[config.mk]
export PLATFORM = sky130hd
export DESIGN_NAME = midi_note_to_led_color
export DESIGN_NICKNAME = d
export VERILOG_FILES = /design/src/hdl/mnlc_pkg.sv /design/src/hdl/mnlc_ram.sv /design/src/hdl/mnlc_chan.sv /design/src/hdl/midi_note_to_led_color.sv
export SDC_FILE = /design/constraint.sdc
export NUM_CORES = 2
export LEC_CHECK = 0
export ABC_AREA = 1
export BUFFER_PORTS_ARGS = -buffer_cell sky130_fd_sc_hd__buf_2
export CAP_MARGIN = 20
export CELL_PAD_IN_SITES_DETAIL_PLACEMENT = 2
export CELL_PAD_IN_SITES_GLOBAL_PLACEMENT = 2
export CORE_MARGIN = 4
export CORE_UTILIZATION = 25
export DETAILED_ROUTE_END_ITERATION = 16
export HOLD_SLACK_MARGIN = 0.1
export MAX_ROUTING_LAYER = met4
export PLACE_DENSITY = 0.6
export SLEW_MARGIN = 15
export SYNTH_ARGS = -nofsm -noshare
export SYNTH_HDL_FRONTEND = slang
export SYNTH_SLANG_ARGS = --single-unit
export TNS_END_PERCENT = 20
[constraint.sdc]
create_clock -name i_clk -period 6.3 [get_ports i_clk]
set_input_delay 0.945 -clock i_clk [delete_from_list [all_inputs] [get_ports i_clk]]
set_output_delay 0.945 -clock i_clk [all_outputs]
set_load 0.01 [all_outputs]
[src/hdl/mnlc_pkg.sv]
package mnlc_pkg;

    // Event codes
    localparam logic [3:0] CODE_NOTE_ON  = 4'd9;
    localparam logic [3:0] CODE_NOTE_OFF = 4'd8;

    // Mapped note range
    localparam logic [6:0] NOTE_LOW  = 7'd21;
    localparam logic [6:0] NOTE_HIGH = 7'd108;

    // Pipeline depth
    localparam int         NSTG = 6;

    // Palette geometry
    localparam int         PAL_DEPTH  = 7;
    localparam int         PAL_AW     = $clog2(PAL_DEPTH);
    localparam int         COLOR_W    = 24;
    localparam logic [PAL_AW-1:0] PAL_LAST = PAL_AW'(PAL_DEPTH - 1);

    // Segment boundaries on d = note - 21: (d*6)/87 >= j  <=>  d >= ceil(87*j/6)
    localparam logic [6:0] SEG_B1 = 7'd15;
    localparam logic [6:0] SEG_B2 = 7'd29;
    localparam logic [6:0] SEG_B3 = 7'd44;
    localparam logic [6:0] SEG_B4 = 7'd58;
    localparam logic [6:0] SEG_B5 = 7'd73;
    localparam logic [6:0] SEG_B6 = 7'd87;

    // Reciprocals for constant division (exact over the value ranges used)
    localparam logic [7:0]  RECIP_14  = 8'd147;    // d/14   = (d*147) >> 11, d < 88
    localparam logic [11:0] RECIP_7   = 12'd2341;  // x/7    = (x*2341) >> 14, x < 1786
    localparam logic [15:0] RECIP_127 = 16'd33027; // x/127  = (x*33027) >> 22, x < 32768
    localparam logic [16:0] RECIP_255 = 17'd65794; // x/255  = (x*65794) >> 24, x < 65026
    localparam logic [3:0]  SEG_LEN   = 4'd14;

    // Register reset values
    localparam logic [7:0] MIN_BRIGHT_RESET = 8'd20;
    localparam logic [PAL_DEPTH-1:0][COLOR_W-1:0] PAL_RESET = {
        24'h9400D3, 24'h4B0082, 24'h0000FF, 24'h00FF00,
        24'hFFFF00, 24'hFF7F00, 24'hFF0000
    };

    // Configuration register indexes
    typedef enum logic [2:0] {
        CFG_MIN_BRIGHT = 3'd0,
        CFG_PAL_0      = 3'd1,
        CFG_PAL_1      = 3'd2,
        CFG_PAL_2      = 3'd3,
        CFG_PAL_3      = 3'd4,
        CFG_PAL_4      = 3'd5,
        CFG_PAL_5      = 3'd6,
        CFG_PAL_6      = 3'd7
    } t_cfg_idx;

    // Beat payloads
    typedef struct packed {
        logic [3:0] code_index;
        logic [6:0] note_number;
        logic [6:0] note_velocity;
    } t_in;

    typedef struct packed {
        logic       led_action;
        logic [7:0] red_level;
        logic [7:0] green_level;
        logic [7:0] blue_level;
    } t_out;

    // Stage load enables for the per-channel datapath
    typedef struct packed {
        logic ld_mix;
        logic ld_div;
        logic ld_scale;
        logic ld_out;
    } t_chan_ctl;

endpackage

[src/hdl/mnlc_ram.sv]
module mnlc_ram #(
    parameter int WIDTH = 24,
    parameter int DEPTH = 7
) (
    input  logic                     i_clk,
    input  logic                     i_we,
    input  logic [$clog2(DEPTH)-1:0] i_waddr,
    input  logic [WIDTH-1:0]         i_wdata,
    input  logic                     i_re,
    input  logic [$clog2(DEPTH)-1:0] i_raddr_a,
    input  logic [$clog2(DEPTH)-1:0] i_raddr_b,
    output logic [WIDTH-1:0]         o_rdata_a,
    output logic [WIDTH-1:0]         o_rdata_b
);

    logic [WIDTH-1:0] r_mem [DEPTH];

    // Write port
    always_ff @(posedge i_clk) begin
        if (i_we) begin
            r_mem[i_waddr] <= i_wdata;
        end
    end

    // Two registered read ports
    always_ff @(posedge i_clk) begin
        if (i_re) begin
            o_rdata_a <= r_mem[i_raddr_a];
            o_rdata_b <= r_mem[i_raddr_b];
        end
    end

endmodule

[src/hdl/mnlc_chan.sv]
module mnlc_chan (
    input  logic                 i_clk,
    input  mnlc_pkg::t_chan_ctl  i_ctl,
    input  logic [7:0]           i_a,
    input  logic [7:0]           i_b,
    input  logic [3:0]           i_k,
    input  logic [7:0]           i_bright,
    output logic [7:0]           o_level
);
    import mnlc_pkg::*;

    logic [11:0] r_sum;
    logic [7:0]  r_chan;
    logic [15:0] r_prod;
    logic [7:0]  r_level;

    logic [11:0] n_sum;
    logic [22:0] n_div7;
    logic [15:0] n_prod;
    logic [32:0] n_div255;

    // Blend two palette bytes: a*(14-k) + b*k
    assign n_sum = 12'(i_a) * 12'(SEG_LEN - i_k) + 12'(i_b) * 12'(i_k);

    // sum/14 = (sum/2)/7
    assign n_div7 = 23'(r_sum[11:1]) * 23'(RECIP_7);

    // Scale by brightness
    assign n_prod = 16'(r_chan) * 16'(i_bright);

    // prod/255
    assign n_div255 = 33'(r_prod) * 33'(RECIP_255);

    always_ff @(posedge i_clk) begin
        if (i_ctl.ld_mix) begin
            r_sum <= n_sum;
        end
        if (i_ctl.ld_div) begin
            r_chan <= n_div7[21:14];
        end
        if (i_ctl.ld_scale) begin
            r_prod <= n_prod;
        end
        if (i_ctl.ld_out) begin
            r_level <= n_div255[31:24];
        end
    end

    assign o_level = r_level;

endmodule

[src/hdl/midi_note_to_led_color.sv]
// Throughput: one beat per cycle while the receiver does not stall. Six register stages,
// each with its own valid bit; a stage loads when it is empty or the one after it loads.
// Beats with a code other than note-on or note-off are consumed with no result.
// Reset (synchronous, active low) empties the pipeline and restores min brightness
// and the seven palette colors to their defaults; the palette RAM needs no clearing pass.
module midi_note_to_led_color (
    input  logic               i_clk,
    input  logic               i_rst_n,
    input  logic               i_valid,
    output logic               o_stall,
    input  mnlc_pkg::t_in      i_data,
    output logic               o_valid,
    input  logic               i_stall,
    output mnlc_pkg::t_out     o_data,
    input  logic               i_cfg_wr_en,
    input  logic [2:0]         i_cfg_index,
    input  logic [23:0]        i_cfg_wdata
);
    import mnlc_pkg::*;

    // Pipeline control
    logic [NSTG:1] r_v;
    logic [NSTG:1] rdy;

    // Configuration
    logic [7:0]           r_min_bright;
    logic [PAL_DEPTH-1:0] r_pal_wr;
    logic                 pal_we;
    logic [PAL_AW-1:0]    pal_waddr;

    // Stage 1
    logic [6:0]  r1_d;
    logic [2:0]  r1_s;
    logic [2:0]  r1_q14;
    logic [14:0] r1_bprod;
    logic        r1_clear;
    logic        r1_inrange;
    logic [6:0]  n1_d;
    logic [2:0]  n1_s;
    logic [14:0] n1_q14;
    logic        n1_note;
    logic        n1_clear;

    // Stage 2
    logic [PAL_AW-1:0] r2_sa;
    logic [PAL_AW-1:0] r2_sb;
    logic              r2_inrange;
    logic [3:0]        r2_k;
    logic [7:0]        r2_bright;
    logic              r2_clear;
    logic [PAL_AW-1:0] n2_sb;
    logic [6:0]        n2_q14x;
    logic [30:0]       n2_bq;
    logic [8:0]        n2_bsum;
    logic [7:0]        n2_bright;
    logic [23:0]       ram_a;
    logic [23:0]       ram_b;
    logic [23:0]       col_a;
    logic [23:0]       col_b;

    // Stages 3 to 6
    logic [7:0] r3_bright;
    logic [7:0] r4_bright;
    logic       r3_clear;
    logic       r4_clear;
    logic       r5_clear;
    logic       r6_clear;

    t_chan_ctl  chan_ctl;
    logic [7:0] lvl_r;
    logic [7:0] lvl_g;
    logic [7:0] lvl_b;

    // Ready chain from the output back to the input
    always_comb begin
        rdy[NSTG] = !r_v[NSTG] || !i_stall;
        for (int i = NSTG - 1; i >= 1; i--) begin
            rdy[i] = !r_v[i] || rdy[i+1];
        end
    end

    assign o_stall = !rdy[1];
    assign o_valid = r_v[NSTG];

    // Valid bits
    always_ff @(posedge i_clk) begin
        if (!i_rst_n) begin
            r_v <= '0;
        end else begin
            if (rdy[1]) begin
                r_v[1] <= i_valid && n1_note;
            end
            for (int i = 2; i <= NSTG; i++) begin
                if (rdy[i]) begin
                    r_v[i] <= r_v[i-1];
                end
            end
        end
    end

    // Configuration registers; palette lives in the RAM with per-entry written flags
    assign pal_we    = i_cfg_wr_en && (i_cfg_index != CFG_MIN_BRIGHT);
    assign pal_waddr = PAL_AW'(i_cfg_index - CFG_PAL_0);

    always_ff @(posedge i_clk) begin
        if (!i_rst_n) begin
            r_min_bright <= MIN_BRIGHT_RESET;
            r_pal_wr     <= '0;
        end else if (i_cfg_wr_en) begin
            if (i_cfg_index == CFG_MIN_BRIGHT) begin
                r_min_bright <= i_cfg_wdata[7:0];
            end else begin
                r_pal_wr[pal_waddr] <= 1'b1;
            end
        end
    end

    // Stage 1: decode, segment, d/14, velocity product
    assign n1_note  = (i_data.code_index == CODE_NOTE_ON) ||
                      (i_data.code_index == CODE_NOTE_OFF);
    assign n1_clear = (i_data.code_index == CODE_NOTE_OFF) || (i_data.note_velocity == 7'd0);
    assign n1_d     = i_data.note_number - NOTE_LOW;
    assign n1_s     = 3'(n1_d >= SEG_B1) + 3'(n1_d >= SEG_B2) + 3'(n1_d >= SEG_B3) +
                      3'(n1_d >= SEG_B4) + 3'(n1_d >= SEG_B5) + 3'(n1_d >= SEG_B6);
    assign n1_q14   = 15'(n1_d) * 15'(RECIP_14);

    always_ff @(posedge i_clk) begin
        if (rdy[1]) begin
            r1_d       <= n1_d;
            r1_s       <= n1_s;
            r1_q14     <= n1_q14[13:11];
            r1_bprod   <= 15'(i_data.note_velocity) * 15'(8'd255 - r_min_bright);
            r1_clear   <= n1_clear;
            r1_inrange <= (i_data.note_number >= NOTE_LOW) &&
                          (i_data.note_number <= NOTE_HIGH);
        end
    end

    // Stage 2: palette read, fraction, brightness
    assign n2_sb   = (r1_s == PAL_LAST) ? '0 : r1_s + 3'd1;
    assign n2_q14x = 7'({r1_q14, 4'b0}) - 7'({r1_q14, 1'b0});
    assign n2_bq   = 31'(r1_bprod) * 31'(RECIP_127);
    assign n2_bsum = {1'b0, n2_bq[29:22]} + {1'b0, r_min_bright};

    always_comb begin
        if (r1_clear) begin
            n2_bright = 8'd0;
        end else if (n2_bsum[8]) begin
            n2_bright = 8'd255;
        end else begin
            n2_bright = n2_bsum[7:0];
        end
    end

    mnlc_ram #(
        .WIDTH (COLOR_W),
        .DEPTH (PAL_DEPTH)
    ) u_pal (
        .i_clk     (i_clk),
        .i_we      (pal_we),
        .i_waddr   (pal_waddr),
        .i_wdata   (i_cfg_wdata),
        .i_re      (rdy[2]),
        .i_raddr_a (r1_s),
        .i_raddr_b (n2_sb),
        .o_rdata_a (ram_a),
        .o_rdata_b (ram_b)
    );

    always_ff @(posedge i_clk) begin
        if (rdy[2]) begin
            r2_sa      <= r1_s;
            r2_sb      <= n2_sb;
            r2_inrange <= r1_inrange;
            r2_k       <= 4'(r1_d - n2_q14x);
            r2_bright  <= n2_bright;
            r2_clear   <= r1_clear;
        end
    end

    // Unwritten entries read as their defaults; notes out of range are black
    always_comb begin
        if (!r2_inrange) begin
            col_a = '0;
            col_b = '0;
        end else begin
            col_a = r_pal_wr[r2_sa] ? ram_a : PAL_RESET[r2_sa];
            col_b = r_pal_wr[r2_sb] ? ram_b : PAL_RESET[r2_sb];
        end
    end

    // Side band for stages 3 to 6
    always_ff @(posedge i_clk) begin
        if (rdy[3]) begin
            r3_bright <= r2_bright;
            r3_clear  <= r2_clear;
        end
        if (rdy[4]) begin
            r4_bright <= r3_bright;
            r4_clear  <= r3_clear;
        end
        if (rdy[5]) begin
            r5_clear <= r4_clear;
        end
        if (rdy[6]) begin
            r6_clear <= r5_clear;
        end
    end

    // Per-channel blend and scale
    assign chan_ctl.ld_mix   = rdy[3];
    assign chan_ctl.ld_div   = rdy[4];
    assign chan_ctl.ld_scale = rdy[5];
    assign chan_ctl.ld_out   = rdy[6];

    mnlc_chan u_red (
        .i_clk    (i_clk),
        .i_ctl    (chan_ctl),
        .i_a      (col_a[23:16]),
        .i_b      (col_b[23:16]),
        .i_k      (r2_k),
        .i_bright (r4_bright),
        .o_level  (lvl_r)
    );

    mnlc_chan u_green (
        .i_clk    (i_clk),
        .i_ctl    (chan_ctl),
        .i_a      (col_a[15:8]),
        .i_b      (col_b[15:8]),
        .i_k      (r2_k),
        .i_bright (r4_bright),
        .o_level  (lvl_g)
    );

    mnlc_chan u_blue (
        .i_clk    (i_clk),
        .i_ctl    (chan_ctl),
        .i_a      (col_a[7:0]),
        .i_b      (col_b[7:0]),
        .i_k      (r2_k),
        .i_bright (r4_bright),
        .o_level  (lvl_b)
    );

    // Output beat
    assign o_data.led_action  = r6_clear;
    assign o_data.red_level   = lvl_r;
    assign o_data.green_level = lvl_g;
    assign o_data.blue_level  = lvl_b;

    // Checks
    a_off_enters_as_clear: assert property (@(posedge i_clk) disable iff (!i_rst_n)
        (i_valid && !o_stall && i_data.code_index == CODE_NOTE_OFF) |=> (r_v[1] && r1_clear))
        else $error("note-off beat did not enter stage 1 as a clear");

    a_other_code_dropped: assert property (@(posedge i_clk) disable iff (!i_rst_n)
        (i_valid && !o_stall && i_data.code_index != CODE_NOTE_ON &&
         i_data.code_index != CODE_NOTE_OFF) |=> !r_v[1])
        else $error("non-note beat entered the pipeline");

    a_stall_only_when_full: assert property (@(posedge i_clk) disable iff (!i_rst_n)
        o_stall |-> (r_v == '1 && i_stall))
        else $error("input stalled while the pipeline had room");

    a_clear_is_dark: assert property (@(posedge i_clk) disable iff (!i_rst_n)
        (o_valid && o_data.led_action) |->
        (o_data.red_level == 8'd0 && o_data.green_level == 8'd0 && o_data.blue_level == 8'd0))
        else $error("clear beat carries nonzero levels");

endmodule

==> summary.md <==
| Metric | Value |
|---|---|
| Final hold vios | `0` |
| I/O Pins | `77` |
| Wire length of the first global-routing pass | `216,000 µm` |
| Gpl congestion | `0.790` |
| Startpoint Class | `flop` |
| Worst-Skew Late Latency | `0.69 ns` |
| Die X | `438 µm` |
| Clock root buffer | `clkbuf_16` |
| RSZ-0062 raised after global routing | `true` |
| Crit path required time | `6.69 ns` |
| Synthesized area | `0.0462 mm²` |
| Antenna viol nets, final | `0` |
| Setup skew after layout | `0.0631 ns` |
| Max Fanout on Critical Path | `12` |
| Clk sinks | `449` |
| Crit path kind | `flop to flop` |
| Row count | `157` |
| Cts hold-fix bufs | `0` |
| Setup violators final | `0` |
| Nets@finish | `6,430` |
| Post-synth net total | `6,366` |
| Initial antenna violation count | `5` |
| Cells after synthesis | `5,164` |
| Post-synthesis sequential area ratio | `28.4%` |
| Final cell count without fillers | `7,747` |
| Gr usage total | `14.4%` |
| Chip height | `438 µm` |
| Per-cell routed wire length | `17.3 µm` |
| Mean Syn Cell Area | `8.94 µm²` |
| Worst-Margin Slew | `0.999 ns` |
| Area contributors post-synth | `edfxtp_1, ha_1, fa_1` |
| Largest net degree at the start of global routing | `84` |
| Synth cell types | `55` |
| Area Growth Syn to Fin | `12.3%` |
| Ys Warns | `0` |
| Clock transition at path regs | `0.06 ns` |
| Grt ovf | `0` |
| Hold WC Path Type | `flop to flop` |
| CTS buffer count | `59` |
| Worst endpoint data arrival time | `6.40 ns` |
| FF+latch count, synth | `449` |
| Max-cap violation count | `0` |
| Share of the synthesized area in the top cell type | `26.8%` |
| Global routing's busiest layer | `met2` |
| Commonest non-fill, non-tap cell in the layout | `nand2_1` |
| Max-slew violations | `0` |
| Detailed Place HPWL | `107,000 µm` |
| Share of layout cells above drive strength 1 | `6.23%` |
| Max Clk Rate | `166 MHz` |
| Wirelength, routed | `134,000 µm` |
| DR iter-0 viols | `1,031` |
| H-tree Lvls | `2` |
| Slew HR | `33.3%` |
| Final Cycle Share | `95.4%` |
| Initial Utilization | `25.2%` |
| Vias per std cell | `4.47` |
| Placed insts | `7,620` |
| IO buf count | `76` |
| Met3 usage | `1.43%` |
| Global Route met1 Usage | `17.7%` |
| Final core utilization | `28.3%` |
| Residual DRC | `0` |
| Drt first pass iters | `4` |
| Die area | `0.192 mm²` |
| Fillers | `20,863` |
| Clock buffer depth | `3` |
| Worst Setup End Kind | `flop` |
| Core box area | `0.183 mm²` |
| Met2 usage | `25.9%` |
| Via Count | `34,663` |
| TritonCTS clock tree | `built` |
| Most frequent cells in the layout | `nand2_1, inv_1, ha_1` |
| Status | `finished, final reports clean` |
| Vias in the first global route | `39,442` |
| Fin crit period | `6.01 ns` |
| Area leader, netlist | `edfxtp_1` |
[path summary, 6_finish.rpt]
kind | start | slack (ns) | endpoint | depth (start not counted)
max | r2_sb[0] | 0.29 | u_blue.r_sum[9] | 26
min | r2_bright[3] | 0.41 | r3_bright[3] | 0
max reg2reg | r2_sb[0] | 0.29 | u_blue.r_sum[9] | 26
min reg2reg | r2_bright[3] | 0.41 | r3_bright[3] | 0
[critical path, stage by stage, from the launching register on]
cell and delay [ns]:
edfxtp_1 0.47, inv_2 0.12, o21ai_0 0.09, o211ai_1 0.26, nand2_4 0.17, clkinv_8 0.12
buf_4 0.15, nand2_1 0.06, nand2_1 0.08, nand2_1 0.11, nor2_2 0.14, fa_1 0.45
fa_1 0.54, inv_1 0.05, fa_1 0.55, fa_1 0.45, fa_1 0.56, inv_1 0.05
ha_2 0.31, a21o_1 0.19, nand3_1 0.07, nand2_1 0.09, a21oi_2 0.15, nor2_1 0.06
o21ai_0 0.19, nand2_1 0.10, xor2_1 0.14
[cell families (layout without fill, tap and decap cells)]
logic type                 after synthesis  count (layout)  synth area share [%]
xor gates and xnor gates               148             148                  2.81
AOI/OAI and AO/OA                      678             678                  8.04
DFF                                    449             449                  28.4
and+or+nand+nor                       1641            1641                  14.4
adders and majority gates             1152            1152                  37.4
other                                    0               4                     0
buffers and inverters                 1096            1211                  9.02
[routing by layer]
| metal | part of all wire, % | up-vias |
|---|---|---|
| met5 | 0 | - |
| met4 | 1.6 | 0 |
| met3 | 2.0 | 122 |
| met2 | 51 | 195 |
| met1 | 46 | 17522 |
| li1 | - | 16824 |
[final cells by class]
type / instances / area (µm²) / share of cell area, %
repair buffers: 139 / 931 / 1.80
flip-flops and latches: 449 / 13100 / 25.3
diodes: 4 / 10.0 / 0.0193
inverters: 960 / 3620 / 6.98
clock inverters: 42 / 460 / 0.888
clock buffers: 70 / 1530 / 2.95
well taps: 2464 / 3080 / 5.95
multi-input cells: 3619 / 29100 / 56.1
[through the flow]
stage	worst slack, ns	area, µm²	TNS [ns]	hold WS (ns)
finish	0.290	51800	0	0.414
global route	-0.0887	51800	-0.171	0.427
CTS	0.0151	51500	0	0.416
detailed placement	-0.0137	49500	-0.0137	0.410
global placement	0.157	49500	0	0.404
floorplan	0.708	46200	0	0.400
[synthesized netlist by cell type (all sizes together)]
master,instances
a211o,1
a211oi,8
a21boi,5
a21o,22
a21oi,272
a221oi,2
a31o,1
a31oi,18
and2,1
buf,25
clkbuf,111
clkinv,4
dfxtp,37
edfxtp,412
fa,378
ha,774
inv,956
nand2,971
nand3,119
nand3b,15
nand4,39
nor2,455
nor3,28
nor3b,2
nor4,7
o2111ai,4
o211a,1
o211ai,9
o21a,5
o21ai,278
o21ba,1
o21bai,11
o221ai,2
o22ai,33
o31a,1
o31ai,4
or2,4
xnor2,46
xor2,102
[registers in the layout, summed over array words and instances, names as in the netlist, 11 cells and up, named ones only]
| register | cells |
|---|---|
| u_red.r_prod | 16 |
| u_pal.o_rdata_b | 24 |
| u_green.r_prod | 16 |
| u_red.r_sum | 11 |
| r1_bprod | 15 |
| u_green.r_sum | 11 |
| u_pal.r_mem | 168 |
| u_pal.o_rdata_a | 24 |
| u_blue.r_sum | 11 |
| u_blue.r_prod | 16 |
[repair_timing]
| action | in CTS | in global routing |
|---|---|---|
| pin swaps | 2 | 5 |
| cloned | 0 | 0 |
| setup buffers | 1 | 8 |
| gates resized for setup | 3 | 49 |
| setup endpoints to repair | 2 | 9 |
Power is left out: the tool's default activity adds up to more than one toggle a clock period on the data nets, which glitch-free logic cannot reach.
